--- src/hdl/alr_ram.sv ---
`timescale 1ns / 1ps
// ----------------------------------------------------------------------------
// alr_ram - generic simple dual-port RAM
// One write port, one read port, registered read data.
// ----------------------------------------------------------------------------
module alr_ram #(
  parameter int DW    = 8,
  parameter int DEPTH = 16,
  localparam int AW   = $clog2(DEPTH)
) (
  input  logic          clk,
  input  logic          wr_en,
  input  logic [AW-1:0] wr_addr,
  input  logic [DW-1:0] wr_data,
  input  logic          rd_en,
  input  logic [AW-1:0] rd_addr,
  output logic [DW-1:0] rd_data
);

  logic [DW-1:0] mem [DEPTH];

  always_ff @(posedge clk) begin
    if (wr_en) begin
      mem[wr_addr] <= wr_data;
    end
    if (rd_en) begin
      rd_data <= mem[rd_addr];
    end
  end

endmodule

--- config.mk ---
export PLATFORM = sky130hd
export DESIGN_NAME = alr_ram
export DESIGN_NICKNAME = d
export VERILOG_FILES = /design/src/hdl/alr_ram.sv
export SDC_FILE = /design/constraint.sdc
export NUM_CORES = 1
export LEC_CHECK = 0
export ABC_AREA = 1
export BUFFER_PORTS_ARGS = -buffer_cell sky130_fd_sc_hd__buf_2
export CORE_UTILIZATION = 45
export CTS_CLUSTER_SIZE = 16
export DETAILED_ROUTE_END_ITERATION = 16
export SLEW_MARGIN = 20
export SYNTH_ARGS = -nofsm -noshare
export SYNTH_HDL_FRONTEND = slang
export SYNTH_SLANG_ARGS = --single-unit
--- constraint.sdc ---
create_clock -name clk -period 2.9 [get_ports clk]
set_input_delay 0.145 -clock clk [delete_from_list [all_inputs] [get_ports clk]]
set_output_delay 0.145 -clock clk [all_outputs]
set_load 0.01 [all_outputs]
==> impl_metrics.ini, run 1 <==
[layout]
final_util_pct = 52.0
area_delta_synth_final_pct = 12.1
n_fill_cell = 1173
layout.nets = 595
layout_commonest_cell = nand2_1
seq_area_sq_um = 4080
final_cell_mix = 173 x nand2_1, 136 x edfxtp_1, 100 x inv_1
diodes = 0
multi_input_area_sq_um = 1210
drive_above_1_share_pct = 9.04

[timing]
fin_worst_skew_ns = 0.00415
fmax_ghz = 0.740
setup_viol = 0
holdWs_ns = 0.111
timing.final.crit_share_pct = 46.6
tightestPinTransition_ns = 0.893
hold_viol_final = 0
drv_slew = 0
rsz0062_at_grt = false
slew_headroom_pct = 40.2
fin_tns_setup_ns = 0
finalCriticalPeriod_ns = 1.35

[clock_tree]
htree_levels = 4
cts.path.max_buffers = 2
cts_made_buffers = 17
cts_hold_buffers = 0
clock-sinks = 136
cts.repair.resized = 0
clkTransAtPathRegs_ns = 0.05
post_cts_buffers = 0
insertion_delay_ns = 0.42
root_buffer = clkbuf_16
cts_tree = done

[worst_setup_path]
cp_cell_sequence = buf_2, inv_2, buf_4, nand2_1, nand3_1, nand3_1, nand3_1, nand2_1
reg2regPathDepth = 6
path_class = in2reg
cp_data_arrival_time_ns = 1.52
cpMostUsedCell = nand3_1
startpoint = rd_addr[0]
r2r_start = mem[13][6]
crit_required_ns = 3.07
crit_fanout = 31
worst_setup_path_end_kind = register
slowest_stage = inv_2
cp_slowest_stage_delay_ns = 0.37
startpoint_type = input pin

[drt]
drt-vias-per-instance = 4.99
vias = 3782
drc = 0
routed_wirelength_mm = 13.1
drt_iter0_markers = 249
postRouteAntennaNets = 0
post_drt_wl_per_cell_microns = 17.3
dr.pass1.iters = 5

[floorplanning]
initial_core_util_pct = 46.3
core_sq_um = 12600
die_width_microns = 116
die-height_microns = 116
num_rows = 41
ioPinCount = 27
die-area_sq_um = 13500

[worst_hold_path]
whs_path_depth = 1
hold_path.class = in2reg
hp-start = rd_en

[grt]
grt.overflow.total = 0
grt_max_degree = 65
antenna_found_initial = 0
grt_pass1_wl_mm = 20.2
grt_usage_pct = 21.9
grt_pass1_vias = 3812

[logic_synthesis]
synth-seq-cells = 136
syn_area_per_cell_sq_um = 10.6
synthTopCellsByArea = edfxtp_1 70%, nand2_1 11%, nand3_1 8.3%
ys_types = 11
yosysWarnings = 0
synth_nets = 570
synth_top_area_share_pct = 69.8
ys_seq_area_share_pct = 69.8
yosysTopAreaCell = edfxtp_1
syn_inst = 551
netlist_area_sq_um = 5850

[pwr]
powerDensity_nw_per_um2 = 664
p_leak_nw = 2.79
ir_drop_mv = 0.465

[job]
max_cap_violations = 0

[place]
dpl.hpwl_mm = 8.29
gp_congestion = 0.829
io_buffers = 26

[outcome]
status = complete, no violations
==> power breakdown <==
group          leakage [nW]  switching [W]  internal [W]
logic                  1.31       0.000189     0.0000690
clock network         0.246       0.000715       0.00115
registers              1.24      0.0000151       0.00222
==> routing by layer <==
metal / wire, microns / GRT usage [%]
met4: 284 / 9.32
met3: 741 / 6.28
met5: 0 / 0
met2: 6400 / 35.4
met1: 5720 / 27.6
==> final cells by class <==
| cell class | count | share of cell area (%) |
|---|---|---|
| sequential | 136 | 62.3 |
| tap | 172 | 3.28 |
| clock buffer | 22 | 6.77 |
| timing repair buffer | 30 | 2.44 |
| clock inverter | 7 | 0.859 |
| multi-input combinational | 289 | 18.5 |
| inverter | 102 | 5.84 |
==> worst paths after layout <==
check	to	slack, ns
worst max-delay path	rd_data[6]	1.55
worst min-delay path	rd_data[5]	0.11
worst max register to register	rd_data[6]	1.68
worst min register to register	rd_data[7]	0.74
==> critical path: cells and delay by family <==
family                 cells  cell delay (ns)
buffers and inverters      3             0.80
AND/OR/NAND/NOR            5             0.55
==> synth_stat cells, drive strengths merged <==
cell	number
nand2	173
edfxtp	136
inv	102
nand3	97
nand3b	2
nor2	17
buf	24
==> kinds of logic after synthesis <==
| kind of cell | count (synthesis) | share of synthesized area [%] |
|---|---|---|
| buffers and inverters | 126 | 9.39 |
| and+or+nand+nor | 289 | 20.8 |
| DFF | 136 | 69.8 |
==> sequential cells by signal, summed over array words and instances (netlist names) <==
name and count:
mem 128, rd_data 8
==> metrics by stage <==
| stage | std cells | total power, W | cell area [sq um] | setup WS, ns |
|---|---|---|---|---|
| floorplan | 551 | 0.00243 | 5850 | 1.80 |
| global placement | 729 | 0.00253 | 6060 | 1.14 |
| detailed placement | 729 | 0.00253 | 6060 | 1.10 |
| CTS | 758 | 0.00438 | 6560 | 1.54 |
| global route | 758 | 0.00450 | 6560 | 1.44 |
| finish | 758 | 0.00435 | 6560 | 1.55 |
(Power assumes the default switching activity.)
==> inputs of run 2 (changes only) <==
- clock period: 2.9 -> 1.3 ns (I/O delays scaled with it)
==> run 2 against run 1 <==
  * Setup slack lost 1.4 ns
  * Largest power group unchanged
  * Routed wire length shrank 1.2%
  * Core utilization grew 2.0 points
  * First-iteration DRC count grew 51%
  * Count of clock-buffer cells in the layout shrank 3
  * Critical path type is now reg2reg
  * Cell area grew 3.8%
  * Worst hold slack lost 0.029 ns
  * Final cell count grew 3.6%
==> impl_metrics.ini, run 2 (same netlist as run 1, synthesis figures left out) <==
[drt]
dr.pass1.iters = 4
post_drt_wl_per_cell_microns = 16.5
routed_wirelength_mm = 13.0
postRouteAntennaNets = 0
drt-vias-per-instance = 4.84
drc = 0
drt_iter0_markers = 375
vias = 3801

[outcome]
status = complete, no violations

[worst_setup_path]
path_class = reg2reg
worst_setup_path_end_kind = register
crit_fanout = 1
crit_required_ns = 1.46
startpoint_type = register
cp_data_arrival_time_ns = 1.31
r2r_start = mem[7][1]
reg2regPathDepth = 6
reg2reg_to = rd_data[1]
ff2ff_setup_slack_ns = 0.15

[grt]
antenna_found_initial = 0
grt_pass1_wl_mm = 20.4
grt.overflow.total = 0
grt_max_degree = 33
grt_usage_pct = 21.8
grt_pass1_vias = 3735

[layout]
fin_area_sq_um = 6800
diodes = 0
final_cell_mix = 173 x nand2_1, 136 x edfxtp_1, 100 x inv_1
drive_above_1_share_pct = 13.1
final_util_pct = 53.9
multi_input_area_sq_um = 1210
n_fill_cell = 1146
area_delta_synth_final_pct = 16.3
layout_commonest_cell = nand2_1
largest_reg_flops = 128
seq_area_sq_um = 4080
top_register = mem
layout.nets = 620
reg_top3 = mem: 128 flops, rd_data: 8 flops

[pwr]
p_leak_nw = 2.94
powerDensity_nw_per_um2 = 1440
ir_drop_mv = 0.883

[clock_tree]
cts.path.max_buffers = 2
htree_levels = 4
clock-sinks = 136
cts_made_buffers = 17
insertion_delay_ns = 0.41
cts_tree = done
cts.repair.resized = 0
clkTransAtPathRegs_ns = 0.05
root_buffer = clkbuf_16

[floorplanning]
die-height_microns = 116
ioPinCount = 27
die-area_sq_um = 13500
die_width_microns = 116
initial_core_util_pct = 46.3
core_sq_um = 12600
num_rows = 41

[timing]
rsz0062_at_grt = false
finalCriticalPeriod_ns = 1.15
slew_headroom_pct = 62.6
hold_viol_final = 0
drv_slew = 0
fmax_ghz = 0.871
fin_worst_skew_ns = 0.00531
tightestPinTransition_ns = 0.561
timing.final.crit_share_pct = 88.3
setup_viol = 0

[place]
io_buffers = 26
postPlaceCellArea_sq_um = 6270
gp_congestion = 0.861
dpl.hpwl_mm = 8.36

[worst_hold_path]
whs_path_depth = 1
hold-path-endpoint = mem[3][1]
hold_path.class = in2reg
hp-start = wr_data[1]

[job]
max_cap_violations = 0
## run 2: cell types whose count changed in the layout (fill, tap and decap cells not counted)
cell	before	now
clkinvlp_4	0	3
clkinv_1	3	5
dlygate4sd3_1	0	1
buf_12	0	3
buf_4	4	25
clkbuf_1	5	2
## run 2: layout make-up
type	count	area share (%)
inverter	102	5.63
clock buffer	19	6.36
clock inverter	12	1.27
sequential	136	60.0
tap	172	3.16
multi-input combinational	289	17.8
timing repair buffer	55	5.70
## run 2: layer usage
| metal | wire length (microns) | vias to the layer above | global-route usage [%] | share of wire (%) |
|---|---|---|---|---|
| li1 | - | 1882 | - | - |
| met1 | 5830 | 1783 | 28.9 | 45 |
| met2 | 6150 | 122 | 35.0 | 47 |
| met3 | 824 | 14 | 5.65 | 6.3 |
| met4 | 180 | 0 | 7.18 | 1.4 |
| met5 | 0 | - | 0 | 0 |
## run 2: worst max-delay path by stage
stage               start  slack [ns]          to
2_1_floorplan  wr_addr[2]        0.28  mem[10][0]
3_3_place_gp   rd_addr[0]       -0.05  rd_data[0]
3_5_place_dp   rd_addr[0]       -0.04  rd_data[6]
4_1_cts         mem[7][1]        0.16  rd_data[1]
5_1_grt         mem[5][4]        0.09  rd_data[4]
6_report        mem[7][1]        0.15  rd_data[1]
## run 2: metrics by stage
| stage | total power, W | hold WS [ns] | instances | TNS (ns) | worst slack (ns) |
|---|---|---|---|---|---|
| CTS | 0.00989 | 0.0773 | 785 | 0 | 0.163 |
| global placement | 0.00568 | 0.431 | 753 | -0.151 | -0.0474 |
| finish | 0.00981 | 0.0811 | 785 | 0 | 0.152 |
| global route | 0.0101 | 0.0835 | 785 | 0 | 0.0909 |
| detailed placement | 0.00568 | 0.437 | 753 | -0.151 | -0.0448 |
| floorplan | 0.00541 | 0.164 | 551 | 0 | 0.284 |
## run 2: worst max-delay path, cell delays in order (launching register included)
cell,delay (ns)
edfxtp_1,0.37
inv_1,0.06
nand2_1,0.04
nand3_1,0.08
nand3_1,0.12
nand3_1,0.14
nand2_1,0.09
## run 2: repair_timing
item                                   CTS  global route
endpoints found under the hold margin    8             0
hold buffers                             1             0
setup buffers                            0             0
## run 2: power by group
group	internal, W	switching, W
Clock	0.00256	0.00166
Combinational	0.000193	0.000429
Sequential	0.00494	0.0000295
Total	0.00770	0.00211
==> inputs of run 3 (changes only) <==
- PLACE_DENSITY_LB_ADDON: unset -> 0.3
==> run 3 against run 2 <==
  * First-iteration DRC count decreased by 14%
  * Clock skew increased by 0.0031 ns
  * Final cell count decreased by 0.89%
  * Core utilization increased by 0.23 points
  * Clock power increased by 15%
  * Largest cell class unchanged
  * Fmax decreased by 2.3%
  * Routed wire length increased by 2.0%
  * Cell area increased by 0.42%
  * Combinational power decreased by 1%
  * Register-to-register slack got worse by 0.03 ns
  * Largest power group unchanged
  * Die area unchanged
  * Critical path depth unchanged
==> impl_metrics.ini, run 3 (same netlist as run 1, synthesis figures left out) <==
[clock_tree]
clock-sinks = 136
insertion_delay_ns = 0.41
root_buffer = clkbuf_16
cts.repair.resized = 0
cts_made_buffers = 17
htree_levels = 4
clkTransAtPathRegs_ns = 0.06
cts_tree = done
cts.path.max_buffers = 2
post_cts_buffers = 0
cts_hold_buffers = 0

[drt]
vias = 3878
routed_wirelength_mm = 13.2
post_drt_wl_per_cell_microns = 17.0
postRouteAntennaNets = 0
drt_iter0_markers = 322
dr.pass1.iters = 5
drt-vias-per-instance = 4.98
drc = 0

[worst_setup_path]
critPathBufInv = 1
path_delay_family = simple AND/OR/NAND/NOR gates
crit_required_ns = 1.46
cpMostUsedCell = nand3_1
cp_data_arrival_time_ns = 1.33
ff2ff_setup_slack_ns = 0.13
startpoint_type = register
worst_setup_path_end_kind = register
crit_fanout = 1
cp_cell_sequence = inv_1, nand2_1, nand3_1, nand3_1, nand3_1, nand2_1
cp_slowest_stage_delay_ns = 0.35
slowest_stage = edfxtp_1
path_class = reg2reg

[place]
dpl.hpwl_mm = 8.05
gp_congestion = 0.790
postPlaceCellArea_sq_um = 6240
io_buffers = 26
placed_cells = 747

[timing]
setup_viol = 0
timing.final.crit_share_pct = 90.4
finalCriticalPeriod_ns = 1.17
slew_headroom_pct = 58.5
rsz0062_at_grt = false
holdWs_ns = 0.0271
drv_slew = 0
fin_worst_skew_ns = 0.00838
fin_tns_setup_ns = 0
hold_viol_final = 0
tightestPinTransition_ns = 0.621
fmax_ghz = 0.851

[layout]
fin_area_sq_um = 6830
layout_commonest_cell = nand2_1
n_fill_cell = 1155
layout.nets = 613
area_delta_synth_final_pct = 16.8
drive_above_1_share_pct = 12.7
final_cell_mix = 173 x nand2_1, 136 x edfxtp_1, 100 x inv_1
top_register = mem
largest_reg_flops = 128
layout.cells.non_filler = 778
reg_top3 = mem: 128 flops, rd_data: 8 flops
diodes = 0

[floorplanning]
core_sq_um = 12600
ioPinCount = 27
initial_core_util_pct = 46.3
die-height_microns = 116
die_width_microns = 116
num_rows = 41
die-area_sq_um = 13500

[job]
max_cap_violations = 0

[pwr]
ir_drop_mv = 0.750
powerDensity_nw_per_um2 = 1530
p_leak_nw = 2.96

[grt]
grt_pass1_wl_mm = 20.5
grt.overflow.total = 0
grt_usage_pct = 21.5
grt_max_degree = 65
grt_pass1_vias = 3619
antenna_found_initial = 0

[worst_hold_path]
hold_path.class = in2reg

[outcome]
status = complete, no violations
run 3: cell count changes in the layout (fill, tap and decap cells not counted):
cell           previous run  this run
buf_4                    25        18
bufinv_16                 1         4
clkinv_1                  5         2
clkinv_2                  3         6
clkinvlp_4                3         0
buf_12                    3         4
dlygate4sd3_1             1         0
run 3: layout make-up:
class,instances,area (sq um),area share (%)
flip-flops and latches,136,4080,59.8
multi-input cells,289,1210,17.8
clock inverters,12,158,2.31
inverters,102,383,5.60
repair buffers,48,345,5.05
clock buffers,19,433,6.34
well taps,172,215,3.15
run 3: path summary, 6_finish.rpt:
check	startpoint	to	depth (start not counted)
worst max register to register	mem[13][3]	rd_data[3]	6
worst max-delay path	mem[13][3]	rd_data[3]	6
worst min-delay path	rd_en	rd_data[7]	1
worst min register to register	mem[2][3]	rd_data[3]	6
run 3: through the flow:
stage / setup WS (ns) / utilization, % / power (W)
6_report: 0.125 / 54.1 / 0.0104
5_1_grt: 0.0485 / 54.1 / 0.0107
4_1_cts: 0.123 / 54.1 / 0.0105
3_5_place_dp: -0.0443 / 49.5 / 0.00568
3_3_place_gp: -0.0273 / 49.5 / 0.00567
2_1_floorplan: 0.284 / - / 0.00541
run 3: worst reg2reg max path, delay by kind of cell (launching register included):
| kind | cells | cell delay [ns] |
|---|---|---|
| buf+inv | 1 | 0.06 |
| flops | 1 | 0.35 |
| simple gates | 5 | 0.52 |
run 3: routing by layer:
metal	GRT usage (%)	up-vias	part of all wire [%]
met1	30.0	1842	44
met3	4.39	16	6.7
li1	-	1868	-
met5	0	-	0
met4	8.12	0	1.6
met2	33.3	152	47
run 3: where the power goes:
group          switching, W  internal [W]  total, W
Sequential        0.0000330       0.00494   0.00498
Clock               0.00169       0.00316   0.00484
Combinational      0.000431      0.000185  0.000616
Total               0.00215       0.00829    0.0104
