`config.mk`:
```
export PLATFORM = sky130hd
export DESIGN_NAME = alr_ctrl
export DESIGN_NICKNAME = d
export VERILOG_FILES = /design/src/hdl/alr_pkg.sv /design/src/hdl/alr_div.sv /design/src/hdl/alr_ctrl.sv
export SDC_FILE = /design/constraint.sdc
export NUM_CORES = 1
export LEC_CHECK = 0
export ABC_AREA = 1
export BUFFER_PORTS_ARGS = -buffer_cell sky130_fd_sc_hd__buf_2
export CAP_MARGIN = 40
export CORE_MARGIN = 10
export CORE_UTILIZATION = 52
export DETAILED_ROUTE_END_ITERATION = 6
export PLACE_DENSITY = 0.75
export REMOVE_ABC_BUFFERS = 1
export SLEW_MARGIN = 20
export SYNTH_ARGS = -nofsm -noshare
export SYNTH_HDL_FRONTEND = slang
export SYNTH_SLANG_ARGS = --single-unit
```
`constraint.sdc`:
```
create_clock -name clk -period 7.1 [get_ports clk]
set_input_delay 0.71 -clock clk [delete_from_list [all_inputs] [get_ports clk]]
set_output_delay 0.71 -clock clk [all_outputs]
set_load 0.1 [all_outputs]
```
`src/hdl/alr_pkg.sv`:
```
`timescale 1ns / 1ps
// ----------------------------------------------------------------------------
// alr_pkg - shared types and codes for the aging page replacer
// Item kinds, attempt classes, sequencer states and the result beat layout.
// ----------------------------------------------------------------------------
package alr_pkg;

  localparam int ELEM_W = 21;

  localparam logic [1:0] KIND_ACCESS  = 2'd0;
  localparam logic [1:0] KIND_AGE     = 2'd1;
  localparam logic [1:0] KIND_ADMIT   = 2'd2;
  localparam logic [1:0] KIND_RELEASE = 2'd3;

  localparam logic [2:0] CLS_OWN_PAGE  = 3'd1;
  localparam logic [2:0] CLS_UNOWNED   = 3'd2;
  localparam logic [2:0] CLS_OWN_STALE = 3'd3;
  localparam logic [2:0] CLS_RANDOM    = 3'd4;

  localparam logic [11:0] MIN_FREE_RESET = 12'd1000;
  localparam logic [15:0] AGE_FULL       = 16'hFFFF;

  // register index as seen in paddr[2]
  localparam logic REG_MIN_FREE = 1'b0;

  typedef enum logic [3:0] {
    S_CLEAR,
    S_IDLE,
    S_DIV,
    S_ACC_CHK,
    S_TAKE_MAP,
    S_SCAN_MIN,
    S_VIC_CHK,
    S_PSCAN,
    S_SLOT_WR,
    S_SCAN_AGE,
    S_ADM_RD,
    S_ADM_CHK,
    S_ADM_MAP,
    S_REL,
    S_DONE
  } state_t;

  typedef struct packed {
    logic        hit;
    logic        fault;
    logic        replaced;
    logic [10:0] victim_page;
    logic [15:0] victim_history;
    logic [11:0] new_frame;
    logic [2:0]  attempt_class;
    logic [11:0] frames_freed;
  } res_t;

endpackage

```
`src/hdl/alr_div.sv`:
```
`timescale 1ns / 1ps
// ----------------------------------------------------------------------------
// alr_div - reciprocal divider by a fixed divisor
// Multiply by a rounded-up reciprocal and shift, quotient registered; done
// pulses the cycle after start.
// ----------------------------------------------------------------------------
module alr_div #(
  parameter int DIVISOR = 1024
) (
  input  logic                      clk,
  input  logic                      rst_n,
  input  logic                      start,
  input  logic [alr_pkg::ELEM_W-1:0] dividend,
  output logic                      done,
  output logic [alr_pkg::ELEM_W-1:0] quotient
);
  import alr_pkg::*;

  // exact for every dividend below 2**ELEM_W with shift ELEM_W + log2(divisor)
  localparam int              L      = $clog2(DIVISOR);
  localparam int              SH     = ELEM_W + L;
  localparam int              MW     = ELEM_W + 2;
  localparam int              PW     = ELEM_W + MW;
  localparam longint unsigned MULT   = ((longint'(1) << SH) + longint'(DIVISOR) - 1) /
                                       longint'(DIVISOR);
  localparam logic [MW-1:0]   MULT_C = MW'(MULT);

  logic              done_r, done_nxt;
  logic [ELEM_W-1:0] quo_r, quo_nxt;
  logic [PW-1:0]     prod;

  assign prod = PW'(dividend) * PW'(MULT_C);

  always_comb begin
    done_nxt = start;
    quo_nxt  = start ? ELEM_W'(prod >> SH) : quo_r;
  end

  always_ff @(posedge clk) begin
    if (!rst_n) begin
      done_r <= 1'b0;
    end else begin
      done_r <= done_nxt;
    end
    quo_r <= quo_nxt;
  end

  assign done     = done_r;
  assign quotient = quo_r;

endmodule

```
`src/hdl/alr_ctrl.sv`:
```
`timescale 1ns / 1ps
// ----------------------------------------------------------------------------
// alr_ctrl - sequencer and shared scan datapath
// Walks page table and pool one entry per cycle through one compare/update
// path: minimum search, pool search, ageing, release; admit steps page by page.
// ----------------------------------------------------------------------------
module alr_ctrl #(
  parameter int POOL_FRAMES       = 4096,
  parameter int PAGES_PER_PROCESS = 2048,
  parameter int PROCESSES         = 16,
  parameter int RESERVED_PAGES    = 10,
  parameter int ELEMENTS_PER_PAGE = 1024,
  localparam int FW       = $clog2(POOL_FRAMES),
  localparam int PGW      = $clog2(PAGES_PER_PROCESS),
  localparam int PRW      = (PROCESSES > 1) ? $clog2(PROCESSES) : 1,
  localparam int PG_DEPTH = PROCESSES * PAGES_PER_PROCESS,
  localparam int AW       = $clog2(PG_DEPTH),
  localparam int PG_DW    = 18 + FW,
  localparam int PL_DW    = 1 + PRW + PGW + FW
) (
  input  logic                         clk,
  input  logic                         rst_n,
  input  logic                         in_valid,
  output logic                         in_ready,
  input  logic [1:0]                   in_kind,
  input  logic [3:0]                   in_process,
  input  logic [alr_pkg::ELEM_W-1:0]   in_element_index,
  input  logic [11:0]                  in_random_slot,
  input  logic [11:0]                  min_free,
  output logic                         res_valid,
  output alr_pkg::res_t                res,
  input  logic                         res_take,
  output logic                         pg_rd_en,
  output logic [AW-1:0]                pg_rd_addr,
  input  logic [PG_DW-1:0]             pg_rd_data,
  output logic                         pg_wr_en,
  output logic [AW-1:0]                pg_wr_addr,
  output logic [PG_DW-1:0]             pg_wr_data,
  output logic                         pl_rd_en,
  output logic [FW-1:0]                pl_rd_addr,
  input  logic [PL_DW-1:0]             pl_rd_data,
  output logic                         pl_wr_en,
  output logic [FW-1:0]                pl_wr_addr,
  output logic [PL_DW-1:0]             pl_wr_data
);
  import alr_pkg::*;

  localparam int CW    = $clog2(POOL_FRAMES + 1);
  localparam int SW    = (PGW + 1 > CW) ? PGW + 1 : CW;
  localparam int CLR_N = (PG_DEPTH > POOL_FRAMES) ? PG_DEPTH : POOL_FRAMES;
  localparam int CLW   = $clog2(CLR_N);
  localparam int FRW   = $clog2(PAGES_PER_PROCESS + 1);

  state_t          state_r, state_nxt;
  logic [PRW-1:0]  proc_r, proc_nxt;
  logic [AW-1:0]   base_r, base_nxt;
  logic [PGW-1:0]  page_r, page_nxt;
  logic [11:0]     rnd_r, rnd_nxt;
  logic [SW-1:0]   scan_r, scan_nxt;
  logic            pv_r, pv_nxt;
  logic [SW-1:0]   pidx_r, pidx_nxt;
  logic [15:0]     min_r, min_nxt;
  logic [PGW-1:0]  victim_r, victim_nxt;
  logic [FW-1:0]   g_r, g_nxt;
  logic            c1_r, c1_nxt, c2_r, c2_nxt, c3_r, c3_nxt;
  logic [FW-1:0]   i1_r, i1_nxt, i2_r, i2_nxt, i3_r, i3_nxt;
  logic [FW-1:0]   idx_r, idx_nxt;
  logic [2:0]      cls_r, cls_nxt;
  logic [CW-1:0]   count_r, count_nxt, head_r, head_nxt;
  logic [FRW-1:0]  freed_r, freed_nxt;
  logic            first_r, first_nxt;
  res_t            res_r, res_nxt;
  logic [CLW-1:0]  clr_r, clr_nxt;

  logic              div_start, div_done;
  logic [ELEM_W-1:0] quot;

  logic              acc, proc_ok;
  logic [PRW-1:0]    in_proc_w;
  logic [21:0]       page22;
  logic              page_ok;
  logic              pg_valid, pg_ref;
  logic [15:0]       pg_age;
  logic [FW-1:0]     pg_frame;
  logic              pl_none, pl_own;
  logic [PRW-1:0]    pl_owner;
  logic [PGW-1:0]    pl_page;
  logic [FW-1:0]     pl_frame;
  logic              take_ok;
  logic [15:0]       cnt16, mf16, r16, lo16, sum16;
  logic [SW-1:0]     scan_end;
  logic              scan_more, scan_fin;
  logic [FW-1:0]     rnd_idx, pick_idx;
  logic [2:0]        pick_cls;
  logic [PG_DW-1:0]  map_word;

  function automatic logic [11:0] nf12(input logic [FW-1:0] f);
    logic [13:0] w;
    w = 14'(f);
    return w[11:0];
  endfunction

  alr_div #(.DIVISOR(ELEMENTS_PER_PAGE)) u_div (
    .clk      (clk),
    .rst_n    (rst_n),
    .start    (div_start),
    .dividend (in_element_index),
    .done     (div_done),
    .quotient (quot)
  );

  assign acc       = in_valid && in_ready;
  assign proc_ok   = 7'(in_process) < 7'(PROCESSES);
  assign in_proc_w = PRW'(in_process);
  assign page22    = 22'(RESERVED_PAGES) + {1'b0, quot};
  assign page_ok   = page22 < 22'(PAGES_PER_PROCESS);

  assign pg_valid = pg_rd_data[FW+1];
  assign pg_ref   = pg_rd_data[FW];
  assign pg_age   = pg_rd_data[PG_DW-1 -: 16];
  assign pg_frame = pg_rd_data[FW-1:0];

  assign pl_none  = pl_rd_data[PL_DW-1];
  assign pl_owner = pl_rd_data[PL_DW-2 -: PRW];
  assign pl_page  = pl_rd_data[PGW+FW-1 -: PGW];
  assign pl_frame = pl_rd_data[FW-1:0];
  assign pl_own   = !pl_none && (pl_owner == proc_r);

  assign take_ok = (count_r != '0) && (head_r < CW'(POOL_FRAMES));
  assign cnt16   = 16'(count_r);
  assign mf16    = 16'(min_free);

  assign scan_end  = (state_r == S_PSCAN) ? SW'(POOL_FRAMES) : SW'(PAGES_PER_PROCESS);
  assign scan_more = scan_r < scan_end;
  assign scan_fin  = !scan_more && !pv_r;

  // fallback slot: saturate the offset, then clamp into the pool
  assign r16   = (min_free == '0) ? 16'd0 :
                 ((16'(rnd_r) > mf16 - 16'd1) ? mf16 - 16'd1 : 16'(rnd_r));
  assign lo16  = (16'(POOL_FRAMES) > mf16) ? 16'(POOL_FRAMES) - mf16 : 16'd0;
  assign sum16 = lo16 + r16;
  assign rnd_idx = (sum16 >= 16'(POOL_FRAMES)) ? FW'(POOL_FRAMES - 1) : FW'(sum16);

  assign pick_idx = c1_r ? i1_r : (c2_r ? i2_r : (c3_r ? i3_r : rnd_idx));
  assign pick_cls = c1_r ? CLS_OWN_PAGE : (c2_r ? CLS_UNOWNED :
                    (c3_r ? CLS_OWN_STALE : CLS_RANDOM));

  assign map_word = {AGE_FULL, 1'b1, 1'b1, pl_frame};

  // next state
  always_comb begin
    state_nxt = state_r;
    case (state_r)
      S_CLEAR: begin
        if (clr_r == CLW'(CLR_N - 1)) state_nxt = S_IDLE;
      end
      S_IDLE: begin
        if (acc) begin
          if (!proc_ok) begin
            state_nxt = S_DONE;
          end else begin
            case (in_kind)
              KIND_ACCESS:  state_nxt = S_DIV;
              KIND_AGE:     state_nxt = S_SCAN_AGE;
              KIND_ADMIT:   state_nxt = S_ADM_RD;
              KIND_RELEASE: state_nxt = S_REL;
              default:      state_nxt = S_IDLE;
            endcase
          end
        end
      end
      S_DIV: begin
        if (div_done) state_nxt = page_ok ? S_ACC_CHK : S_DONE;
      end
      S_ACC_CHK: begin
        if (pg_valid) begin
          state_nxt = S_DONE;
        end else if (cnt16 > mf16) begin
          state_nxt = take_ok ? S_TAKE_MAP : S_DONE;
        end else if (cnt16 == mf16) begin
          state_nxt = S_SCAN_MIN;
        end else begin
          state_nxt = S_DONE;
        end
      end
      S_TAKE_MAP: state_nxt = S_DONE;
      S_SCAN_MIN: begin
        if (scan_fin) state_nxt = S_VIC_CHK;
      end
      S_VIC_CHK: state_nxt = S_PSCAN;
      S_PSCAN: begin
        if (scan_fin) state_nxt = S_SLOT_WR;
      end
      S_SLOT_WR: state_nxt = S_DONE;
      S_SCAN_AGE: begin
        if (scan_fin) state_nxt = S_DONE;
      end
      S_ADM_RD: begin
        state_nxt = (scan_r < SW'(RESERVED_PAGES)) ? S_ADM_CHK : S_DONE;
      end
      S_ADM_CHK: begin
        if (pg_valid) begin
          state_nxt = S_ADM_RD;
        end else begin
          state_nxt = take_ok ? S_ADM_MAP : S_DONE;
        end
      end
      S_ADM_MAP: state_nxt = S_ADM_RD;
      S_REL: begin
        if (scan_fin) state_nxt = S_DONE;
      end
      S_DONE: begin
        if (res_take) state_nxt = S_IDLE;
      end
      default: state_nxt = S_IDLE;
    endcase
  end

  // datapath and memory ports
  always_comb begin
    proc_nxt   = proc_r;
    base_nxt   = base_r;
    page_nxt   = page_r;
    rnd_nxt    = rnd_r;
    scan_nxt   = scan_r;
    pv_nxt     = 1'b0;
    pidx_nxt   = pidx_r;
    min_nxt    = min_r;
    victim_nxt = victim_r;
    g_nxt      = g_r;
    c1_nxt     = c1_r;
    c2_nxt     = c2_r;
    c3_nxt     = c3_r;
    i1_nxt     = i1_r;
    i2_nxt     = i2_r;
    i3_nxt     = i3_r;
    idx_nxt    = idx_r;
    cls_nxt    = cls_r;
    count_nxt  = count_r;
    head_nxt   = head_r;
    freed_nxt  = freed_r;
    first_nxt  = first_r;
    res_nxt    = res_r;
    clr_nxt    = clr_r;
    div_start  = 1'b0;
    pg_rd_en   = 1'b0;
    pg_rd_addr = '0;
    pg_wr_en   = 1'b0;
    pg_wr_addr = '0;
    pg_wr_data = '0;
    pl_rd_en   = 1'b0;
    pl_rd_addr = '0;
    pl_wr_en   = 1'b0;
    pl_wr_addr = '0;
    pl_wr_data = '0;

    case (state_r)
      S_CLEAR: begin
        // sweep both stores to their reset contents
        clr_nxt    = clr_r + CLW'(1);
        pg_wr_en   = int'(clr_r) < PG_DEPTH;
        pg_wr_addr = AW'(clr_r);
        pl_wr_en   = int'(clr_r) < POOL_FRAMES;
        pl_wr_addr = FW'(clr_r);
        pl_wr_data = {1'b1, PRW'(0), PGW'(0), FW'(clr_r)};
      end
      S_IDLE: begin
        if (acc) begin
          res_nxt   = '0;
          proc_nxt  = in_proc_w;
          base_nxt  = AW'(in_proc_w * PAGES_PER_PROCESS);
          rnd_nxt   = in_random_slot;
          first_nxt = 1'b1;
          freed_nxt = '0;
          div_start = (in_kind == KIND_ACCESS);
          scan_nxt  = (in_kind == KIND_AGE) ? SW'(RESERVED_PAGES) : SW'(0);
        end
      end
      S_DIV: begin
        if (div_done && page_ok) begin
          page_nxt   = PGW'(page22);
          pg_rd_en   = 1'b1;
          pg_rd_addr = base_r + AW'(PGW'(page22));
        end
      end
      S_ACC_CHK: begin
        if (pg_valid) begin
          pg_wr_en       = 1'b1;
          pg_wr_addr     = base_r + AW'(page_r);
          pg_wr_data     = pg_rd_data;
          pg_wr_data[FW] = 1'b1;
          res_nxt.hit    = 1'b1;
        end else begin
          res_nxt.fault = 1'b1;
          if (cnt16 > mf16) begin
            pl_rd_en   = take_ok;
            pl_rd_addr = head_r[FW-1:0];
          end else if (cnt16 == mf16) begin
            scan_nxt   = SW'(RESERVED_PAGES);
            min_nxt    = AGE_FULL;
            victim_nxt = '0;
          end
        end
      end
      S_TAKE_MAP: begin
        head_nxt          = head_r + CW'(1);
        count_nxt         = count_r - CW'(1);
        pg_wr_en          = 1'b1;
        pg_wr_addr        = base_r + AW'(page_r);
        pg_wr_data        = map_word;
        res_nxt.new_frame = nf12(pl_frame);
      end
      S_SCAN_MIN: begin
        if (scan_more) begin
          pg_rd_en   = 1'b1;
          pg_rd_addr = base_r + AW'(scan_r[PGW-1:0]);
          scan_nxt   = scan_r + SW'(1);
          pv_nxt     = 1'b1;
          pidx_nxt   = scan_r;
        end
        if (pv_r && pg_valid && (pg_age < min_r)) begin
          min_nxt    = pg_age;
          victim_nxt = pidx_r[PGW-1:0];
        end
        if (scan_fin) begin
          pg_rd_en   = 1'b1;
          pg_rd_addr = base_r + AW'(victim_r);
        end
      end
      S_VIC_CHK: begin
        g_nxt                  = pg_valid ? pg_frame : '0;
        res_nxt.replaced       = pg_valid;
        res_nxt.victim_page    = 11'(victim_r);
        res_nxt.victim_history = min_r;
        pg_wr_en               = 1'b1;
        pg_wr_addr             = base_r + AW'(victim_r);
        pg_wr_data             = {pg_age, 2'b00, FW'(0)};
        scan_nxt               = SW'(head_r);
        c1_nxt                 = 1'b0;
        c2_nxt                 = 1'b0;
        c3_nxt                 = 1'b0;
      end
      S_PSCAN: begin
        if (scan_more) begin
          pl_rd_en   = 1'b1;
          pl_rd_addr = scan_r[FW-1:0];
          scan_nxt   = scan_r + SW'(1);
          pv_nxt     = 1'b1;
          pidx_nxt   = scan_r;
        end
        if (pv_r) begin
          // keep the first slot of each class
          if (pl_own && (pl_page == page_r) && !c1_r) begin
            c1_nxt = 1'b1;
            i1_nxt = pidx_r[FW-1:0];
          end
          if (pl_none && !c2_r) begin
            c2_nxt = 1'b1;
            i2_nxt = pidx_r[FW-1:0];
          end
          if (pl_own && !c3_r) begin
            c3_nxt = 1'b1;
            i3_nxt = pidx_r[FW-1:0];
          end
        end
        if (scan_fin) begin
          pl_rd_en   = 1'b1;
          pl_rd_addr = pick_idx;
          idx_nxt    = pick_idx;
          cls_nxt    = pick_cls;
        end
      end
      S_SLOT_WR: begin
        pg_wr_en              = 1'b1;
        pg_wr_addr            = base_r + AW'(page_r);
        pg_wr_data            = map_word;
        pl_wr_en              = 1'b1;
        pl_wr_addr            = idx_r;
        pl_wr_data            = {1'b0, proc_r, victim_r, g_r};
        res_nxt.new_frame     = nf12(pl_frame);
        res_nxt.attempt_class = cls_r;
      end
      S_SCAN_AGE: begin
        if (scan_more) begin
          pg_rd_en   = 1'b1;
          pg_rd_addr = base_r + AW'(scan_r[PGW-1:0]);
          scan_nxt   = scan_r + SW'(1);
          pv_nxt     = 1'b1;
          pidx_nxt   = scan_r;
        end
        if (pv_r && pg_valid) begin
          // shift the counter, move the reference bit into its top
          pg_wr_en   = 1'b1;
          pg_wr_addr = base_r + AW'(pidx_r[PGW-1:0]);
          pg_wr_data = {pg_ref, pg_age[15:1], 1'b1, 1'b0, pg_frame};
        end
      end
      S_ADM_RD: begin
        if (scan_r < SW'(RESERVED_PAGES)) begin
          pg_rd_en   = 1'b1;
          pg_rd_addr = base_r + AW'(scan_r[PGW-1:0]);
        end
      end
      S_ADM_CHK: begin
        if (pg_valid) begin
          scan_nxt = scan_r + SW'(1);
        end else begin
          pl_rd_en   = take_ok;
          pl_rd_addr = head_r[FW-1:0];
        end
      end
      S_ADM_MAP: begin
        head_nxt   = head_r + CW'(1);
        count_nxt  = count_r - CW'(1);
        pg_wr_en   = 1'b1;
        pg_wr_addr = base_r + AW'(scan_r[PGW-1:0]);
        pg_wr_data = map_word;
        scan_nxt   = scan_r + SW'(1);
        first_nxt  = 1'b0;
        if (first_r) res_nxt.new_frame = nf12(pl_frame);
      end
      S_REL: begin
        if (scan_more) begin
          pg_rd_en   = 1'b1;
          pg_rd_addr = base_r + AW'(scan_r[PGW-1:0]);
          scan_nxt   = scan_r + SW'(1);
          pv_nxt     = 1'b1;
          pidx_nxt   = scan_r;
        end
        if (pv_r && pg_valid) begin
          pg_wr_en   = 1'b1;
          pg_wr_addr = base_r + AW'(pidx_r[PGW-1:0]);
          pg_wr_data = {pg_age, 2'b00, FW'(0)};
          // drop the frame when the pool has no room below the head
          if (head_r != '0) begin
            head_nxt   = head_r - CW'(1);
            count_nxt  = count_r + CW'(1);
            freed_nxt  = freed_r + FRW'(1);
            pl_wr_en   = 1'b1;
            pl_wr_addr = FW'(head_r - CW'(1));
            pl_wr_data = {1'b1, PRW'(0), PGW'(0), pg_frame};
          end
        end
        if (scan_fin) res_nxt.frames_freed = 12'(freed_r);
      end
      S_DONE: begin
      end
      default: begin
      end
    endcase
  end

  always_ff @(posedge clk) begin
    if (!rst_n) begin
      state_r <= S_CLEAR;
      count_r <= CW'(POOL_FRAMES);
      head_r  <= '0;
      clr_r   <= '0;
      pv_r    <= 1'b0;
    end else begin
      state_r <= state_nxt;
      count_r <= count_nxt;
      head_r  <= head_nxt;
      clr_r   <= clr_nxt;
      pv_r    <= pv_nxt;
    end
    proc_r   <= proc_nxt;
    base_r   <= base_nxt;
    page_r   <= page_nxt;
    rnd_r    <= rnd_nxt;
    scan_r   <= scan_nxt;
    pidx_r   <= pidx_nxt;
    min_r    <= min_nxt;
    victim_r <= victim_nxt;
    g_r      <= g_nxt;
    c1_r     <= c1_nxt;
    c2_r     <= c2_nxt;
    c3_r     <= c3_nxt;
    i1_r     <= i1_nxt;
    i2_r     <= i2_nxt;
    i3_r     <= i3_nxt;
    idx_r    <= idx_nxt;
    cls_r    <= cls_nxt;
    freed_r  <= freed_nxt;
    first_r  <= first_nxt;
    res_r    <= res_nxt;
  end

  assign in_ready  = (state_r == S_IDLE);
  assign res_valid = (state_r == S_DONE);
  assign res       = res_r;

  // frames move between pool head and free count one for one
  a_pool_balance: assert property (@(posedge clk) disable iff (!rst_n)
    int'(count_r) + int'(head_r) == POOL_FRAMES)
    else $error("free count and pool head out of balance");

  a_head_range: assert property (@(posedge clk) disable iff (!rst_n)
    head_r <= CW'(POOL_FRAMES))
    else $error("pool head beyond pool");

  a_scan_data: assert property (@(posedge clk) disable iff (!rst_n)
    pv_r |-> $past(pg_rd_en || pl_rd_en))
    else $error("scan data flagged without a read");

  a_hit_fault: assert property (@(posedge clk) disable iff (!rst_n)
    res_valid |-> !(res_r.hit && res_r.fault))
    else $error("hit and fault both set");

  a_done_idle: assert property (@(posedge clk) disable iff (!rst_n)
    (res_valid && res_take) |=> in_ready)
    else $error("sequencer not idle after result handoff");

endmodule

```
==> results of run 1 <==
==> state kept, by name (all words and copies together) (netlist names), 3 cells and up <==
name            cells
cls_r               3
scan_r             13
proc_r              4
clr_r              15
res                57
i1_r               12
g_r                12
head_r             13
i3_r               12
rnd_r              12
victim_r           11
u_div.quotient     11
count_r            13
pidx_r             12
page_r             11
freed_r            12
idx_r              12
min_r              16
state_r             4
i2_r               12
==> critical path: cells and delay by family <==
kind | cells | cell delay, ns
AO/OA/AOI/OAI | 2 | 0.21
AND/OR/NAND/NOR | 19 | 2.65
adder cells (fa/ha/maj) | 3 | 0.99
XOR/XNOR | 1 | 0.19
buffers and inverters | 5 | 0.96
==> area by class of cell <==
type	count	share of cell area, %
Inverter	347	6.76
Sequential cell	273	40.0
Antenna cell	1	0.0130
Clock buffer	36	4.12
Tap cell	396	2.57
Multi-Input combinational cell	1313	36.9
Timing Repair Buffer	296	8.10
Clock inverter	21	1.47
==> layer usage <==
metal / global-route usage, % / wire (um) / part of all wire, %
met2: 42.6 / 24500 / 46
met4: 8.52 / 1730 / 3.2
met1: 34.7 / 22100 / 41
met3: 5.23 / 4930 / 9.3
met5: 0 / 0 / 0
==> path summary, 6_finish.rpt <==
kind	start	endpoint	slack [ns]	depth (start not counted)
max	min_free[0]	pl_rd_addr[1]	0.65	30
min	in_element_index[16]	u_div.quotient[6]$_DFFE_PP_	0.32	1
max reg2reg	rnd_r[9]$_DFFE_PP_	idx_r[3]$_DFFE_PP_	3.08	19
min reg2reg	u_div.quotient[0]$_DFFE_PP_	page_r[0]$_DFFE_PP_	0.48	0
==> layout by cell type, fill, tap and decap left out, types with 4 or more instances in the layout <==
| master | n |
|---|---|
| edfxtp_1 | 226 |
| a21oi_2 | 4 |
| clkbuf_16 | 31 |
| nand2_2 | 7 |
| nor3b_1 | 4 |
| dfxtp_1 | 47 |
| nor2_2 | 8 |
| o22ai_1 | 24 |
| clkinv_1 | 7 |
| nand2_1 | 369 |
| xnor2_1 | 18 |
| buf_2 | 274 |
| a21oi_1 | 94 |
| a221oi_1 | 8 |
| o211ai_1 | 34 |
| a22oi_1 | 8 |
| o21ai_0 | 99 |
| or2_2 | 9 |
| o221ai_1 | 30 |
| o21ai_2 | 4 |
| a31oi_1 | 10 |
| nand4_1 | 17 |
| ha_1 | 73 |
| nor4_1 | 5 |
| inv_2 | 14 |
| nand3_1 | 112 |
| inv_1 | 330 |
| clkinv_2 | 6 |
| buf_4 | 14 |
| nor2_1 | 248 |
| bufinv_16 | 7 |
| o21bai_1 | 9 |
| xor2_1 | 38 |
| a211oi_1 | 5 |
| nor3_1 | 45 |
| clkbuf_1 | 5 |
==> per-stage QoR <==
stage               worst slack [ns]  area (um2)  hold slack, ns  cells  util [%]
detailed placement             0.628       18200           0.454   2625      59.0
CTS                            0.607       19300           0.305   2682      62.5
global placement               0.687       18100           0.450   2618      58.8
global route                  0.0561       19300           0.312   2682      62.6
finish                         0.654       19300           0.319   2683      62.6
floorplan                       1.43       16100           0.427   1933         -
==> logic make-up (layout without fill, tap and decap cells) <==
group                    count (synthesis)  after routing  synth area share (%)
AO/OA/AOI/OAI                          342            342                  12.8
XOR/XNOR                                56             56                  3.00
adder cells (fa/ha/maj)                 75             75                  5.82
buffers and inverters                  399            700                  9.43
flip-flops                             273            273                  47.2
other                                    1              3                0.0229
AND/OR/NAND/NOR                        838            838                  21.7
==> power groups by stage <==
stage | combinational (W) | clock [W] | sequential, W
3_5_place_dp | 0.000251 | 0 | 0.00175
6_report | 0.000256 | 0.00171 | 0.00172
4_1_cts | 0.000254 | 0.00172 | 0.00172
2_1_floorplan | 0.000164 | 0 | 0.00175
5_1_grt | 0.000286 | 0.00178 | 0.00171
3_3_place_gp | 0.000245 | 0 | 0.00175
==> impl_results.md, run 1 <==
- Static Leak: 8.77 nW
- Fraction of layout cells with a size suffix above 1: 17.5%
- Vias in the first global route: 14574
- Skew final: 0.0107 ns
- CTS hold repair buffers: 0
- Seq. cell area: 7730 um2
- Row count: 64
- Most used cell, CP: nand2_1
- First-pass DRT Iterations: 6
- Multi-input logic area: 7130 um2
- Vias: 15079
- Number of library cell types mapped by synthesis: 56
- Final setup TNS: 0 ns
- Asr flop ratio synth: 0%
- P_sw: 0.000835 W
- Final setup vio count: 0
- PortBufs: 277
- Dpl hpwl: 41600 um
- Final Max Tran Viols: 0
- First-pass GRT wire length: 81300 um
- Largest net degree at the start of global routing: 49
- Switching Fraction: 22.7%
- Nets: 2450
- Clock sink count: 273
- Max-cap violations: 0
- Clk pwr share: 46.5%
- Clk root buf: clkbuf_16
- Chip Width: 197 um
- Initial DRC count: 1610
- Startpoint Class: input pin
- DR DRC count: 0
- H-tree levels: 1
- Kind of critical path: input pin to primary output
- GRT Util Overall: 26.3%
- Number of flops mapped to enable cells by yosys: 226
- Antenna violations before repair: 0
- Total die area: 39000 um2
- Top-level I/O count: 288
- Die Y-Extent: 197 um
- GP Congestion: 0.955
- Power consumption: 0.00368 W
- Logic pwr share: 6.9%
- Syn avg cell area: 8.25 um2
- Initial Utilization: 53.1%
- Final Hold Viols: 0
- Area growth, synth to finish: 17.9%
- Syn Inst Count: 1984
- FF+latch count, synth: 273
- Synth top cells by count: nand2_1 (370), inv_1 (330), nor2_1 (249), edfxtp_1 (226), nand3_1 (112)
- Post-CTS Repair Setup Buffers: 0
- Avg WL per Cell: 19.8 um
- Relative slew slack: 42.7%
- Syn. warnings: 0
- RSZ-0062 raised after global routing: no
- FMAX: 0.155 GHz
- Crit path required time: 6.39 ns
- Clock period minus worst slack: 6.45 ns
- WP data arrival: 5.74 ns
- Slowest cell on the critical path: buf_2
- Int Power: 0.00285 W
- Worst setup EP type: primary output
- Crit Path Max Fanout: 18
- Post-cts sizing count: 0
- Area leader, netlist: edfxtp_1
- VDD IR-drop max: 0.197 mV
- Mapped Area: 16400 um2
- Outcome: completed
- Most common cell in the netlist: nand2_1
- Ys flop type: edfxtp_1
- Clock-pin transition on the worst setup and hold timing paths: 0.06 ns
- Clk Latency, worst-skew pair: 0.56 ns
- Tightest Hold Check Type: input pin to flop
- Clock Tree Buf Depth: 3
- Final-layout fill cell count: 2702
- Power Dens Cells: 191 nW/um2
- GRT overflow: 0
- Vias per std cell: 5.62
- Sequential share of power: 46.6%
- Register area share after synthesis: 47.2%
- Top post-synthesis cells by area: edfxtp_1 (41%), nand2_1 (8.5%), inv_1 (7.6%)
- Tightest Pin Transition: 0.859 ns
- WL final: 53200 um
- Detail Route Antenna Nets: 0
- CTS buffer count: 31
- Core area: 30800 um2
- Crit path largest cell delay: 0.46 ns
- Top-area cell type share of the netlist area: 41.5%
- CTS tree: yes
- Fin crit share: 90.8%
Note: power is estimated with default switching activity, not from simulation.
==> run 2: changes to the inputs <==
- SYNTH_HIERARCHICAL: not set -> 1
==> run 2 against run 1 <==
Via count increased by 2.4%. First-iteration DRC count increased by 5.0%. Worst hold slack got worse by 0.015 ns. Sequential share of layout area decreased by 0.38 points. Global-route usage increased by 0.72 points. Power decreased by 3.1%. Sequential power about the same. Critical path depth increased by 3. Largest cell class unchanged. Largest power group unchanged.
==> impl_results.md, run 2 <==
- Fin crit share: 93.0%
- Nets: 2462
- Crit path required time: 6.39 ns
- Leading cell type in the layout, fill and taps excluded: nand2_1
- Power consumption: 0.00357 W
- Hold_ws: 0.304 ns
- PortBufs: 277
- Clock-pin transition on the worst setup and hold timing paths: 0.06 ns
- Syn Inst Count: 2006
- Final Max Tran Viols: 0
- Clock period minus worst slack: 6.60 ns
- Final WS setup: 0.498 ns
- Kind of critical path: input pin to primary output
- Mux contribution to synthesized area: 0%
- Most common cell in the netlist: nand2_1
- Number of flops mapped to enable cells by yosys: 226
- FMAX: 0.151 GHz
- Mapped Area: 16700 um2
- Post-synthesis xor/xnor area fraction: 3.20%
- H-tree levels: 1
- Simple-gate portion of the synthesized area: 22.0%
- Initial DRC count: 1690
- Detail Route Antenna Nets: 0
- Fraction of layout cells with a size suffix above 1: 18.3%
- Register area share after synthesis: 46.2%
- Top-area cell type share of the netlist area: 40.6%
- Worst setup EP type: primary output
- Area leader, netlist: edfxtp_1
- Row count: 65
- Largest net degree at the start of global routing: 46
- Initial Utilization: 52.8%
- Outcome: completed
- Clock sink count: 273
- Final setup vio count: 0
- Final Hold Viols: 0
- Post-synthesis compound-gate area fraction: 13.5%
- First-pass GRT wire length: 83600 um
- Syn avg cell area: 8.33 um2
- Vias: 15442
- First-pass DRT Iterations: 5
- RSZ-0062 raised after global routing: no
- Clk root buf: clkbuf_16
- Tightest Pin Transition: 0.927 ns
- Dpl hpwl: 43000 um
- Crit Path Max Fanout: 12
- Most used cell, CP: nand2_1
- GP Congestion: 0.970
- WL final: 55800 um
- Commonest non-fill, non-tap cells in the layout: nand2_1 (373), inv_1 (282), buf_2 (273), nor2_1 (272), edfxtp_1 (226)
- CTS tree: yes
- WP data arrival: 5.89 ns
- Clk Latency, worst-skew pair: 0.58 ns
- GRT Util Overall: 27.0%
- Asr flop ratio synth: 0%
- DR DRC count: 0
- FF+latch count, synth: 273
- Clock Tree Buf Depth: 3
- Relative slew slack: 36.6%
- GRT overflow: 0
- Startpoint Class: input pin
- Max-cap violations: 0
- Post-cts sizing count: 0
- Skew final: 0.0174 ns
- Post-CTS Repair Setup Buffers: 0
- Ys flop type: edfxtp_1
- CTS hold repair buffers: 0
- Final setup TNS: 0 ns
- Top post-synthesis cells by area: edfxtp_1 (41%), nand2_1 (8.4%), inv_1 (6.4%)
- Static Leak: 8.37 nW
- Tightest Hold Check Type: input pin to flop
- Vias in the first global route: 14790
- Main combinational cell family by area after synthesis: simple AND/OR/NAND/NOR gates
- Chip Width: 199 um
- Syn. warnings: 6
- Avg WL per Cell: 20.7 um
- VDD IR-drop max: 0.188 mV
- Synth Area in Adders: 5.70%
- Power Dens Cells: 183 nW/um2
- Area growth, synth to finish: 16.5%
- Pre-CTS setup slack: 0.418 ns
- Total die area: 39700 um2
- Vias per std cell: 5.72
- Core area: 31600 um2
- CTS buffer count: 31
- Die Y-Extent: 199 um
- Slowest cell on the critical path: ha_1
- Number of library cell types mapped by synthesis: 64
- Synth top cells by count: nand2_1 (374), inv_1 (283), nor2_1 (273), edfxtp_1 (226), a21oi_1 (122)
- Max reg flops: 57
- Top-level I/O count: 288
- Crit path largest cell delay: 0.38 ns
- Antenna violations before repair: 1
run 2: per-stage QoR:
stage / instance area (um2) / utilization [%] / instances
finish: 19500 / 61.6 / 2702
global route: 19500 / 61.6 / 2702
CTS: 19400 / 61.3 / 2697
detailed placement: 18400 / 58.2 / 2639
global placement: 18300 / 57.9 / 2633
floorplan: 16400 / - / 1944
run 2: critical path, delay by kind of cell:
family / cells / cell delay, ns
compound gates: 8 / 1.58
buf+inv: 7 / 1.05
simple gates: 16 / 1.89
fa+ha+maj: 2 / 0.67
run 2: layout make-up:
type / count / area, um2
Sequential cell: 273 / 7730
Clock buffer: 39 / 846
Multi-Input combinational cell: 1366 / 7500
Tap cell: 402 / 503
Timing Repair Buffer: 295 / 1570
Timing Repair inverter: 2 / 15.0
Inverter: 305 / 1160
Fill cell: 2724 / 12200
Clock inverter: 19 / 158
Antenna cell: 1 / 2.50
run 2: where the power goes:
group	internal [W]	switching, W	total, W
registers	0.00171	0.00000143	0.00172
logic	0.0000842	0.000171	0.000255
clock network	0.000914	0.000683	0.00160
run 2: metal layers:
layer,global-route usage (%),up-vias,wire [um],share of wire (%)
li1,-,7313,-,-
met1,35.7,7128,22400,40
met2,42.3,873,25100,45
met3,6.39,128,6180,11
met4,9.86,0,2120,3.8
met5,0,-,0,0
run 2: worst paths after layout:
check / from / cells past startpoint / slack, ns / endpoint
max: min_free[2] / 33 / 0.50 / pl_rd_addr[0]
min: in_element_index[19] / 1 / 0.30 / u_div/quotient[9]$_DFFE_PP_
max reg2reg: rnd_r[11]$_DFFE_PP_ / 21 / 3.09 / idx_r[1]$_DFFE_PP_
min reg2reg: u_div/quotient[0]$_DFFE_PP_ / 0 / 0.45 / page_r[0]$_DFFE_PP_
run 2: kinds of logic after synthesis:
logic type,count (synthesis)
compound gates,370
xor+xnor,61
fa+ha+maj,75
buf+inv,377
flops,273
other cells,2
simple gates,848
